File: src/rtl/sensor_gap_interpolator_macros.svh
// ============================================================================
// Assertion macros for the sensor gap interpolator
// Implication and next-cycle checks; define ASSERT_OFF to drop them all.
// ============================================================================
`ifndef SENSOR_GAP_INTERPOLATOR_MACROS_SVH
`define SENSOR_GAP_INTERPOLATOR_MACROS_SVH

`ifndef ASSERT_OFF

// same-cycle implication
`define SGI_ASSERT_IMP(lbl, clk, rst_n, ante, cons) \
    lbl: assert property (@(posedge clk) disable iff (!rst_n) (ante) |-> (cons)) \
        else $error("sensor gap interpolator: check failed");

// next-cycle implication
`define SGI_ASSERT_NXT(lbl, clk, rst_n, ante, cons) \
    lbl: assert property (@(posedge clk) disable iff (!rst_n) (ante) |=> (cons)) \
        else $error("sensor gap interpolator: check failed");

`else

`define SGI_ASSERT_IMP(lbl, clk, rst_n, ante, cons)
`define SGI_ASSERT_NXT(lbl, clk, rst_n, ante, cons)

`endif

`endif

File: src/rtl/sgi_pkg.sv
// ============================================================================
// sgi_pkg
// Shared constants, word types and controller/datapath interface structs.
// ============================================================================
package sgi_pkg;

    localparam int SENSORS   = 16;
    localparam int MAX_GAP   = 64;

    localparam int ID_W      = 4;
    localparam int TIME_W    = 32;
    localparam int TEMP_W    = 16;

    // index into the per-sensor store
    localparam int SIDX_W    = (SENSORS > 1) ? $clog2(SENSORS) : 1;
    // gap length 1..MAX_GAP
    localparam int GAP_W     = $clog2(MAX_GAP + 1);
    // |delta| fits TEMP_W bits, one quotient bit per step
    localparam int DIV_STEPS = TEMP_W;
    localparam int CNT_W     = $clog2(DIV_STEPS + 1);

    typedef struct packed {
        logic [ID_W-1:0]          sensor_id;
        logic [TIME_W-1:0]        timestamp;
        logic signed [TEMP_W-1:0] temperature;
    } t_in_word;

    typedef struct packed {
        logic [ID_W-1:0]          out_sensor;
        logic [TIME_W-1:0]        out_time;
        logic signed [TEMP_W-1:0] out_temperature;
        logic                     interpolated;
        logic                     gap_too_long;
        logic                     last_of_run;
    } t_out_word;

    // controller -> datapath
    typedef struct packed {
        logic latch;      // capture input word
        logic stale_upd;  // stale tick: refresh stored value only
        logic pass;       // emit reading unchanged, update store
        logic div_start;  // set up gap fill, start divider
        logic div_step;   // one quotient bit
        logic step;       // emit one gap-fill word
    } t_cmd;

    // datapath -> controller
    typedef struct packed {
        logic ignore;     // sensor index out of range
        logic first;      // sensor not seen yet
        logic stale;      // tick not after stored tick
        logic pass;       // gap of one, or over MAX_GAP
        logic div_done;
        logic last_step;
        logic out_free;   // output register can take a word
    } t_status;

endpackage

File: src/rtl/sgi_dpath.sv
// ============================================================================
// sgi_dpath
// Per-sensor store, serial divider, step accumulators and output register.
// ============================================================================
module sgi_dpath (
    input  logic              i_clk,
    input  logic              i_rst_n,
    input  sgi_pkg::t_cmd     i_cmd,
    output sgi_pkg::t_status  o_status,
    input  sgi_pkg::t_in_word i_in,
    input  logic              i_out_stall,
    output logic              o_out_valid,
    output sgi_pkg::t_out_word o_out
);
    import sgi_pkg::*;

    // per-sensor store
    logic                  r_seen      [SENSORS];
    logic [TIME_W-1:0]     r_last_time [SENSORS];
    logic [TEMP_W-1:0]     r_last_val  [SENSORS];

    t_in_word              r_in;

    // gap-fill working set
    logic [TEMP_W-1:0]     r_base;
    logic                  r_neg;
    logic [GAP_W-1:0]      r_n;
    logic [TEMP_W-1:0]     r_quo;
    logic [GAP_W-1:0]      r_rem;
    logic [CNT_W-1:0]      r_cnt;
    logic [GAP_W-1:0]      r_k;
    logic [TEMP_W-1:0]     r_acc_q;
    logic [GAP_W-1:0]      r_acc_r;
    logic [TIME_W-1:0]     r_time;

    logic                  r_out_valid;
    t_out_word             r_out;

    logic [SIDX_W-1:0]     w_idx;
    logic                  w_seen;
    logic [TIME_W-1:0]     w_ltime;
    logic [TEMP_W-1:0]     w_lval;
    logic [TIME_W-1:0]     w_gap;
    logic                  w_stale;
    logic                  w_pass;
    logic [TEMP_W:0]       w_delta;
    logic [TEMP_W:0]       w_delta_abs;

    logic [GAP_W:0]        w_trial;
    logic [GAP_W:0]        w_trial_sub;
    logic                  w_fits;

    logic [GAP_W:0]        w_sum_r;
    logic [GAP_W:0]        w_sum_r_sub;
    logic                  w_wrap;
    logic [GAP_W-1:0]      w_next_r;
    logic [TEMP_W-1:0]     w_next_q;
    logic [TEMP_W+1:0]     w_base_x;
    logic [TEMP_W+1:0]     w_mag_x;
    logic [TEMP_W+1:0]     w_val;
    logic                  w_last_step;
    logic                  w_out_free;
    logic                  w_load;

    // store lookup
    assign w_idx   = SIDX_W'(r_in.sensor_id);
    assign w_seen  = r_seen[w_idx];
    assign w_ltime = r_last_time[w_idx];
    assign w_lval  = r_last_val[w_idx];

    assign w_gap   = r_in.timestamp - w_ltime;
    assign w_stale = (r_in.timestamp <= w_ltime);
    assign w_pass  = (w_gap == TIME_W'(1)) || (w_gap > TIME_W'(MAX_GAP));

    assign w_delta     = {r_in.temperature[TEMP_W-1], r_in.temperature}
                       - {w_lval[TEMP_W-1], w_lval};
    assign w_delta_abs = w_delta[TEMP_W] ? (~w_delta + 1'b1) : w_delta;

    // restoring divider, |delta| / n
    assign w_trial     = {r_rem, r_quo[TEMP_W-1]};
    assign w_trial_sub = w_trial - {1'b0, r_n};
    assign w_fits      = (w_trial >= {1'b0, r_n});

    // trunc(|delta|*k/n) built up as k*q + carries of k*r over n
    assign w_sum_r     = {1'b0, r_acc_r} + {1'b0, r_rem};
    assign w_sum_r_sub = w_sum_r - {1'b0, r_n};
    assign w_wrap      = (w_sum_r >= {1'b0, r_n});
    assign w_next_r    = w_wrap ? w_sum_r_sub[GAP_W-1:0] : w_sum_r[GAP_W-1:0];
    assign w_next_q    = r_acc_q + r_quo + TEMP_W'(w_wrap);

    assign w_base_x    = {{2{r_base[TEMP_W-1]}}, r_base};
    assign w_mag_x     = {2'b00, w_next_q};
    assign w_val       = r_neg ? (w_base_x - w_mag_x) : (w_base_x + w_mag_x);

    assign w_last_step = (r_k == r_n);
    assign w_out_free  = !r_out_valid || !i_out_stall;
    assign w_load      = i_cmd.pass || i_cmd.step;

    always_comb begin
        o_status           = '0;
        o_status.ignore    = (32'(r_in.sensor_id) >= SENSORS);
        o_status.first     = !w_seen;
        o_status.stale     = w_stale;
        o_status.pass      = w_pass;
        o_status.div_done  = (r_cnt == '0);
        o_status.last_step = w_last_step;
        o_status.out_free  = w_out_free;
    end

    // seen flags, output valid and divider count
    always_ff @(posedge i_clk) begin
        if (!i_rst_n) begin
            for (int s = 0; s < SENSORS; s++) begin
                r_seen[s] <= 1'b0;
            end
            r_out_valid <= 1'b0;
            r_cnt       <= '0;
        end else begin
            if (i_cmd.pass) begin
                r_seen[w_idx] <= 1'b1;
            end
            if (w_load) begin
                r_out_valid <= 1'b1;
            end else if (!i_out_stall) begin
                r_out_valid <= 1'b0;
            end
            if (i_cmd.div_start) begin
                r_cnt <= CNT_W'(DIV_STEPS);
            end else if (i_cmd.div_step && (r_cnt != '0)) begin
                r_cnt <= r_cnt - 1'b1;
            end
        end
    end

    // store contents
    always_ff @(posedge i_clk) begin
        if (i_cmd.pass || (i_cmd.step && w_last_step)) begin
            r_last_time[w_idx] <= r_in.timestamp;
            r_last_val[w_idx]  <= r_in.temperature;
        end else if (i_cmd.stale_upd) begin
            r_last_val[w_idx]  <= r_in.temperature;
        end
    end

    // datapath payload
    always_ff @(posedge i_clk) begin
        if (i_cmd.latch) begin
            r_in <= i_in;
        end

        if (i_cmd.div_start) begin
            r_n     <= w_gap[GAP_W-1:0];
            r_base  <= w_lval;
            r_neg   <= w_delta[TEMP_W];
            r_quo   <= w_delta_abs[TEMP_W-1:0];
            r_rem   <= '0;
            r_acc_q <= '0;
            r_acc_r <= '0;
            r_k     <= GAP_W'(1);
            r_time  <= w_ltime;
        end else if (i_cmd.div_step && (r_cnt != '0)) begin
            r_quo <= {r_quo[TEMP_W-2:0], w_fits};
            r_rem <= w_fits ? w_trial_sub[GAP_W-1:0] : w_trial[GAP_W-1:0];
        end else if (i_cmd.step) begin
            r_acc_q <= w_next_q;
            r_acc_r <= w_next_r;
            r_k     <= r_k + 1'b1;
            r_time  <= r_time + 1'b1;
        end

        if (i_cmd.pass) begin
            r_out.out_sensor      <= r_in.sensor_id;
            r_out.out_time        <= r_in.timestamp;
            r_out.out_temperature <= r_in.temperature;
            r_out.interpolated    <= 1'b0;
            r_out.gap_too_long    <= w_seen && (w_gap != TIME_W'(1));
            r_out.last_of_run     <= 1'b1;
        end else if (i_cmd.step) begin
            r_out.out_sensor      <= r_in.sensor_id;
            r_out.out_time        <= r_time + 1'b1;
            r_out.out_temperature <= w_val[TEMP_W-1:0];
            r_out.interpolated    <= !w_last_step;
            r_out.gap_too_long    <= 1'b0;
            r_out.last_of_run     <= w_last_step;
        end
    end

    assign o_out_valid = r_out_valid;
    assign o_out       = r_out;

endmodule

File: src/rtl/sgi_ctrl.sv
// ============================================================================
// sgi_ctrl
// Sequencer: classify the reading, run the divider, pace the output words.
// ============================================================================
module sgi_ctrl (
    input  logic             i_clk,
    input  logic             i_rst_n,
    input  logic             i_in_valid,
    output logic             o_in_stall,
    input  sgi_pkg::t_status i_status,
    output sgi_pkg::t_cmd    o_cmd
);
    import sgi_pkg::*;

    typedef enum logic [4:0] {
        S_IDLE = 5'b00001,
        S_EVAL = 5'b00010,
        S_PASS = 5'b00100,
        S_DIV  = 5'b01000,
        S_EMIT = 5'b10000
    } t_state;

    t_state r_state;
    t_state n_state;

    always_comb begin
        n_state = r_state;
        o_cmd   = '0;
        case (r_state)
            S_IDLE: begin
                if (i_in_valid) begin
                    o_cmd.latch = 1'b1;
                    n_state     = S_EVAL;
                end
            end
            S_EVAL: begin
                if (i_status.ignore) begin
                    n_state = S_IDLE;
                end else if (i_status.first) begin
                    n_state = S_PASS;
                end else if (i_status.stale) begin
                    o_cmd.stale_upd = 1'b1;
                    n_state         = S_IDLE;
                end else if (i_status.pass) begin
                    n_state = S_PASS;
                end else begin
                    o_cmd.div_start = 1'b1;
                    n_state         = S_DIV;
                end
            end
            S_PASS: begin
                if (i_status.out_free) begin
                    o_cmd.pass = 1'b1;
                    n_state    = S_IDLE;
                end
            end
            S_DIV: begin
                if (i_status.div_done) begin
                    n_state = S_EMIT;
                end else begin
                    o_cmd.div_step = 1'b1;
                end
            end
            S_EMIT: begin
                if (i_status.out_free) begin
                    o_cmd.step = 1'b1;
                    if (i_status.last_step) begin
                        n_state = S_IDLE;
                    end
                end
            end
            default: begin
                n_state = S_IDLE;
            end
        endcase
    end

    always_ff @(posedge i_clk) begin
        if (!i_rst_n) begin
            r_state <= S_IDLE;
        end else begin
            r_state <= n_state;
        end
    end

    assign o_in_stall = (r_state != S_IDLE);

endmodule

File: src/rtl/sensor_gap_interpolator.sv
// ============================================================================
// sensor_gap_interpolator
// Fills tick gaps in per-sensor temperature readings by linear interpolation.
// ============================================================================
//
//  channel  | direction | handshake          | payload
//  ---------+-----------+--------------------+----------------------------
//  input    | in        | i_valid / o_stall  | i_data (t_in_word)
//  output   | out       | o_valid / i_stall  | o_data (t_out_word)
//
//  One word at a time. Pass-through and first readings go through EVAL and
//  PASS, a stale reading through EVAL only; a gap of n ticks runs the
//  bit-serial divider (one quotient bit a cycle, 16 bits), then emits n
//  words from the step accumulators, one output word a cycle while not stalled.
//  Reset is synchronous, active low; it clears the seen flags at once,
//  no clearing pass. Stored ticks and values are only read once seen.
//  A stall on the output holds the current word; the next input word is
//  taken as soon as the last result of the run sits in the output register.
//
module sensor_gap_interpolator (
    input  logic               i_clk,
    input  logic               i_rst_n,
    input  logic               i_valid,
    output logic               o_stall,
    input  sgi_pkg::t_in_word  i_data,
    output logic               o_valid,
    input  logic               i_stall,
    output sgi_pkg::t_out_word o_data
);
    import sgi_pkg::*;

    // command and status between sequencer and datapath
    t_cmd    w_cmd;
    t_status w_status;

    sgi_ctrl u_ctrl (
        .i_clk      (i_clk),
        .i_rst_n    (i_rst_n),
        .i_in_valid (i_valid),
        .o_in_stall (o_stall),
        .i_status   (w_status),
        .o_cmd      (w_cmd)
    );

    // store, divider, accumulators and the output register
    sgi_dpath u_dpath (
        .i_clk       (i_clk),
        .i_rst_n     (i_rst_n),
        .i_cmd       (w_cmd),
        .o_status    (w_status),
        .i_in        (i_data),
        .i_out_stall (i_stall),
        .o_out_valid (o_valid),
        .o_out       (o_data)
    );

    // ------------------------------------------------------------------------
    // checks
    // ------------------------------------------------------------------------
`include "sensor_gap_interpolator_macros.svh"

    // an accepted word keeps the input stalled while it is worked on
    `SGI_ASSERT_NXT(a_busy_after_accept, i_clk, i_rst_n, i_valid && !o_stall, o_stall)

    // a word is only loaded when the output register can take it
    `SGI_ASSERT_IMP(a_load_when_free, i_clk, i_rst_n, w_cmd.step || w_cmd.pass, w_status.out_free)

    // closing step of a gap run shows as the final word of the run
    `SGI_ASSERT_NXT(a_run_end_flag, i_clk, i_rst_n,
                    w_cmd.step && w_status.last_step, o_valid && o_data.last_of_run)

    // an unfilled long gap is a single, real reading
    `SGI_ASSERT_IMP(a_long_gap_alone, i_clk, i_rst_n,
                    o_valid && o_data.gap_too_long,
                    !o_data.interpolated && o_data.last_of_run)

endmodule
File: config.mk
export PLATFORM = sky130hd
export DESIGN_NAME = sensor_gap_interpolator
export DESIGN_NICKNAME = d
export VERILOG_FILES = /design/src/rtl/sgi_pkg.sv /design/src/rtl/sgi_dpath.sv /design/src/rtl/sgi_ctrl.sv /design/src/rtl/sensor_gap_interpolator.sv
export VERILOG_INCLUDE_DIRS = /design/src /design/src/rtl
export SDC_FILE = /design/constraint.sdc
export NUM_CORES = 1
export LEC_CHECK = 0
export ABC_AREA = 1
export BUFFER_PORTS_ARGS = -buffer_cell sky130_fd_sc_hd__buf_4
export CAP_MARGIN = 30
export CORE_ASPECT_RATIO = 1.25
export CORE_MARGIN = 2
export CORE_UTILIZATION = 30
export CTS_CLUSTER_SIZE = 8
export DETAILED_ROUTE_END_ITERATION = 7
export PLACE_DENSITY = 0.47
export SETUP_SLACK_MARGIN = 0.02
export SKIP_CTS_REPAIR_TIMING = 1
export SYNTH_ARGS = -nofsm -noshare
export SYNTH_HDL_FRONTEND = slang
export SYNTH_HIERARCHICAL = 1
export SYNTH_SLANG_ARGS = --single-unit
File: constraint.sdc
create_clock -name i_clk -period 7.1 [get_ports i_clk]
set_clock_uncertainty 0.1 [all_clocks]
set_input_delay 1.065 -clock i_clk [delete_from_list [all_inputs] [get_ports i_clk]]
set_output_delay 1.065 -clock i_clk [all_outputs]
set_load 0.03 [all_outputs]
==> flow_summary.toml <==
[status]
status = "complete, no violations"

[worst_setup_path]
timing.critical_path.fanout_max = 5
critical_path.startpoint_type = "flop"
critical_path_class = "reg2reg"
most_common_cell_on_crit_path = "nand2_1"
required_ns = 7.51
max_stage_delay_ns = 0.42
arrival_ns = 6.71
crit_slowest_cell = "fa_1"
worst_setup_path_end_kind = "flop"

[synthesis]
postSynthCellCount = 4358
ys_dominant_reg_cell = "edfxtp_1"
asyncSetResetFlopFracSynth_pct = 0
part_of_the_yosys_area_used_for_sequential_elements_pct = 62.4
postSynthRegisterBits = 1015
syn_nets = 4526
synth_edf_count = 945
avgSynthCellArea_um2 = 11.0
yosys_warnings = 6
ys_types = 59
synth_area_um2 = 47700

[floorplan]
placementRows = 163
fp.dieArea_um2 = 162000
floorplan.die.height_um = 450
initial_utilization_pct = 30.2
core-area_um2 = 158000
design.portCount = 113
die_x_um = 361

[sta]
tns_ns = 0
timing.final.crit_period_ns = 6.31
timing.final.max_slew_violations = 0
highest_clock_frequency_the_design_can_meet_mhz = 159
worstMarginPinSlew_ns = 1.15
final_worst_path_period_share_pct = 88.8
relative_slew_slack_pct = 23.1
report.final.hold_viol_count = 0
setup-violations-final = 0
grt_setup_unrepaired = "no"

[global_routing]
global_route.usage.met1_pct = 23.4
grt.met2_usage_pct = 28.9
grt.met3_usage_pct = 2.90
first_global_vias = 32531
number_of_antenna_violations_at_the_first_check_in_global_routing = 7
grt_pass1_wl_um = 212000
grt_busiest_layer = "met2"
grt.total_usage_pct = 17.4
pin_count_of_the_biggest_net_entering_global_routing = 193
globalRoute.totalOverflow = 0

[drt]
detailroute.via_count = 32660
drc = 0
drt-vias-per-instance = 4.90
ant_nets = 0
wirelength_um = 143000
drt_pass1_iterations = 6
detail_route.iter0.violations = 2517
wl_per_cell_um = 21.4

[placement]
place.gp.congestion = 0.918
placedCellCount = 6471
io_buffers = 112
hpwl_dp_um = 90600

[layout]
share_of_post_route_cells_with_drive_strength_above_1_pct = 10.7
final_cell_mix = "edfxtp_1, nand2_1, inv_1"
finish.net_count = 4725
final.fill_count = 15757
final_common_cell = "edfxtp_1"
syn2layout_area_growth_pct = 16.5
fin_cells = 6671

[clocking]
worstSkewPairLatency_ns = 0.78
cts_inserted_buffers = 146
clock_tree_from_tritoncts = "done"
clk_path_buf_depth = 3
cts.reportedPaths.clkPinSlew_ns = 0.05
root_buffer = "clkbuf_16"
cts.sink_count = 1015
cts_max_level = 4

[power_and_ir_drop]
leakage_uw = 0.0214
design_power_total_uw = 19300
power.density_cell_area_nw_per_um2 = 348
max-vdd-ir-drop_v = 0.000223

[min_path]
worstHoldPathType = "reg2reg"

[job]
maxCapViolCount = 0
[cell usage after synthesis (5+ instances only)]
master | instances | area (um2)
clkinv_1 | 5 | 18.8
clkbuf_1 | 89 | 334
nor2_2 | 12 | 75.1
o22ai_1 | 19 | 119
buf_4 | 26 | 195
buf_2 | 37 | 185
o21bai_1 | 7 | 52.6
nand4_1 | 45 | 282
a32o_1 | 9 | 90.1
dfxtp_1 | 70 | 1400
inv_1 | 581 | 2180
ha_1 | 104 | 1300
nand2_2 | 15 | 93.8
mux2i_1 | 192 | 1920
nand3b_1 | 7 | 52.6
nand3_2 | 9 | 90.1
buf_6 | 6 | 67.6
edfxtp_1 | 945 | 28400
nand3_1 | 188 | 941
nor2_1 | 185 | 694
o21ai_0 | 390 | 1950
o21ai_1 | 6 | 30.0
a31oi_1 | 5 | 31.3
o31ai_1 | 9 | 67.6
inv_2 | 11 | 41.3
xor2_1 | 46 | 403
buf_1 | 22 | 82.6
a21oi_1 | 300 | 1500
fa_1 | 8 | 160
or2_2 | 10 | 62.6
nand2_1 | 695 | 2610
xnor2_1 | 24 | 210
nor3_1 | 29 | 145
o211ai_1 | 198 | 1490
nor4_1 | 6 | 37.5
[metrics by stage]
step / cell area, um2 / util, % / setup WS (ns) / hold slack [ns]
4_1_cts: 55600 / 35.2 / 0.761 / 0.304
2_1_floorplan: 47700 / - / 0.938 / 0.325
6_report: 55600 / 35.2 / 0.793 / 0.355
3_3_place_gp: 51500 / 32.6 / 0.782 / 0.336
5_1_grt: 55600 / 35.2 / 0.142 / 0.315
3_5_place_dp: 51500 / 32.6 / 0.831 / 0.346
[worst paths after layout]
| kind | from | endpoint | slack, ns | depth (start not counted) |
|---|---|---|---|---|
| worst min register to register | u_dpath/r_seen[9]$_DFF_P_ | u_dpath/r_seen[9]$_DFF_P_ | 0.36 | 2 |
| worst min-delay path | u_dpath/r_seen[9]$_DFF_P_ | u_dpath/r_seen[9]$_DFF_P_ | 0.36 | 2 |
| worst max-delay path | u_dpath/r_rem[0]$_SDFFE_PP0P_ | u_dpath/o_out[17]$_DFFE_PP_ | 0.79 | 35 |
| worst max register to register | u_dpath/r_rem[0]$_SDFFE_PP0P_ | u_dpath/o_out[17]$_DFFE_PP_ | 0.79 | 35 |
[flip-flops by register name, summed over array words and instances (netlist names), 16 cells and up, named ones only]
signal               cells
u_dpath/r_quo           16
u_dpath/r_base          16
u_dpath/o_out           55
u_dpath/r_in            48
u_dpath/r_seen          16
u_dpath/r_time          32
u_dpath/r_acc_q         16
u_dpath/r_last_val     256
u_dpath/r_last_time    512
[routing by layer]
metal | wire length, um | vias to the layer above
met5 | 34 | -
met4 | 3340 | 6
met2 | 68000 | 728
met1 | 64800 | 16068
li1 | - | 15674
met3 | 6340 | 184
[area by class of cell]
type | instances | area [um2] | area share (%)
multi-input cells | 2565 | 15000 | 26.9
flip-flops and latches | 1015 | 29800 | 53.6
well taps | 2062 | 2580 | 4.64
repair buffers | 231 | 1920 | 3.45
inverters | 598 | 2250 | 4.05
clock buffers | 182 | 3830 | 6.89
clock inverters | 16 | 256 | 0.461
diodes | 2 | 5.00 | 0.00900
[power breakdown]
part,leakage (uW),internal [uW],switching (uW)
clock network,0.00197,3770,2620
logic,0.0103,1960,4050
registers,0.00914,6810,137
total,0.0214,12500,6810
[critical path: cells and delay by family (launching register included)]
family,cells,cell delay [ns]
AOI/OAI and AO/OA,6,1.12
xor gates and xnor gates,2,0.38
adders and majority gates,6,2.08
buffers and inverters,5,0.42
DFF,1,0.33
and+or+nand+nor,16,1.56
[cell families (layout without fill, tap and decap cells)]
kind of cell	count (synthesis)	after routing	synth area share [%]
flops	1015	1015	62.4
compound gates	965	965	11.5
xor+xnor	72	72	1.35
simple gates	1222	1222	11.1
buf+inv	778	1027	6.52
mux	193	193	4.05
fa+ha+maj	112	112	3.06
other cells	1	3	0.00786
No activity file was read; power rests on OpenSTA's default activity.
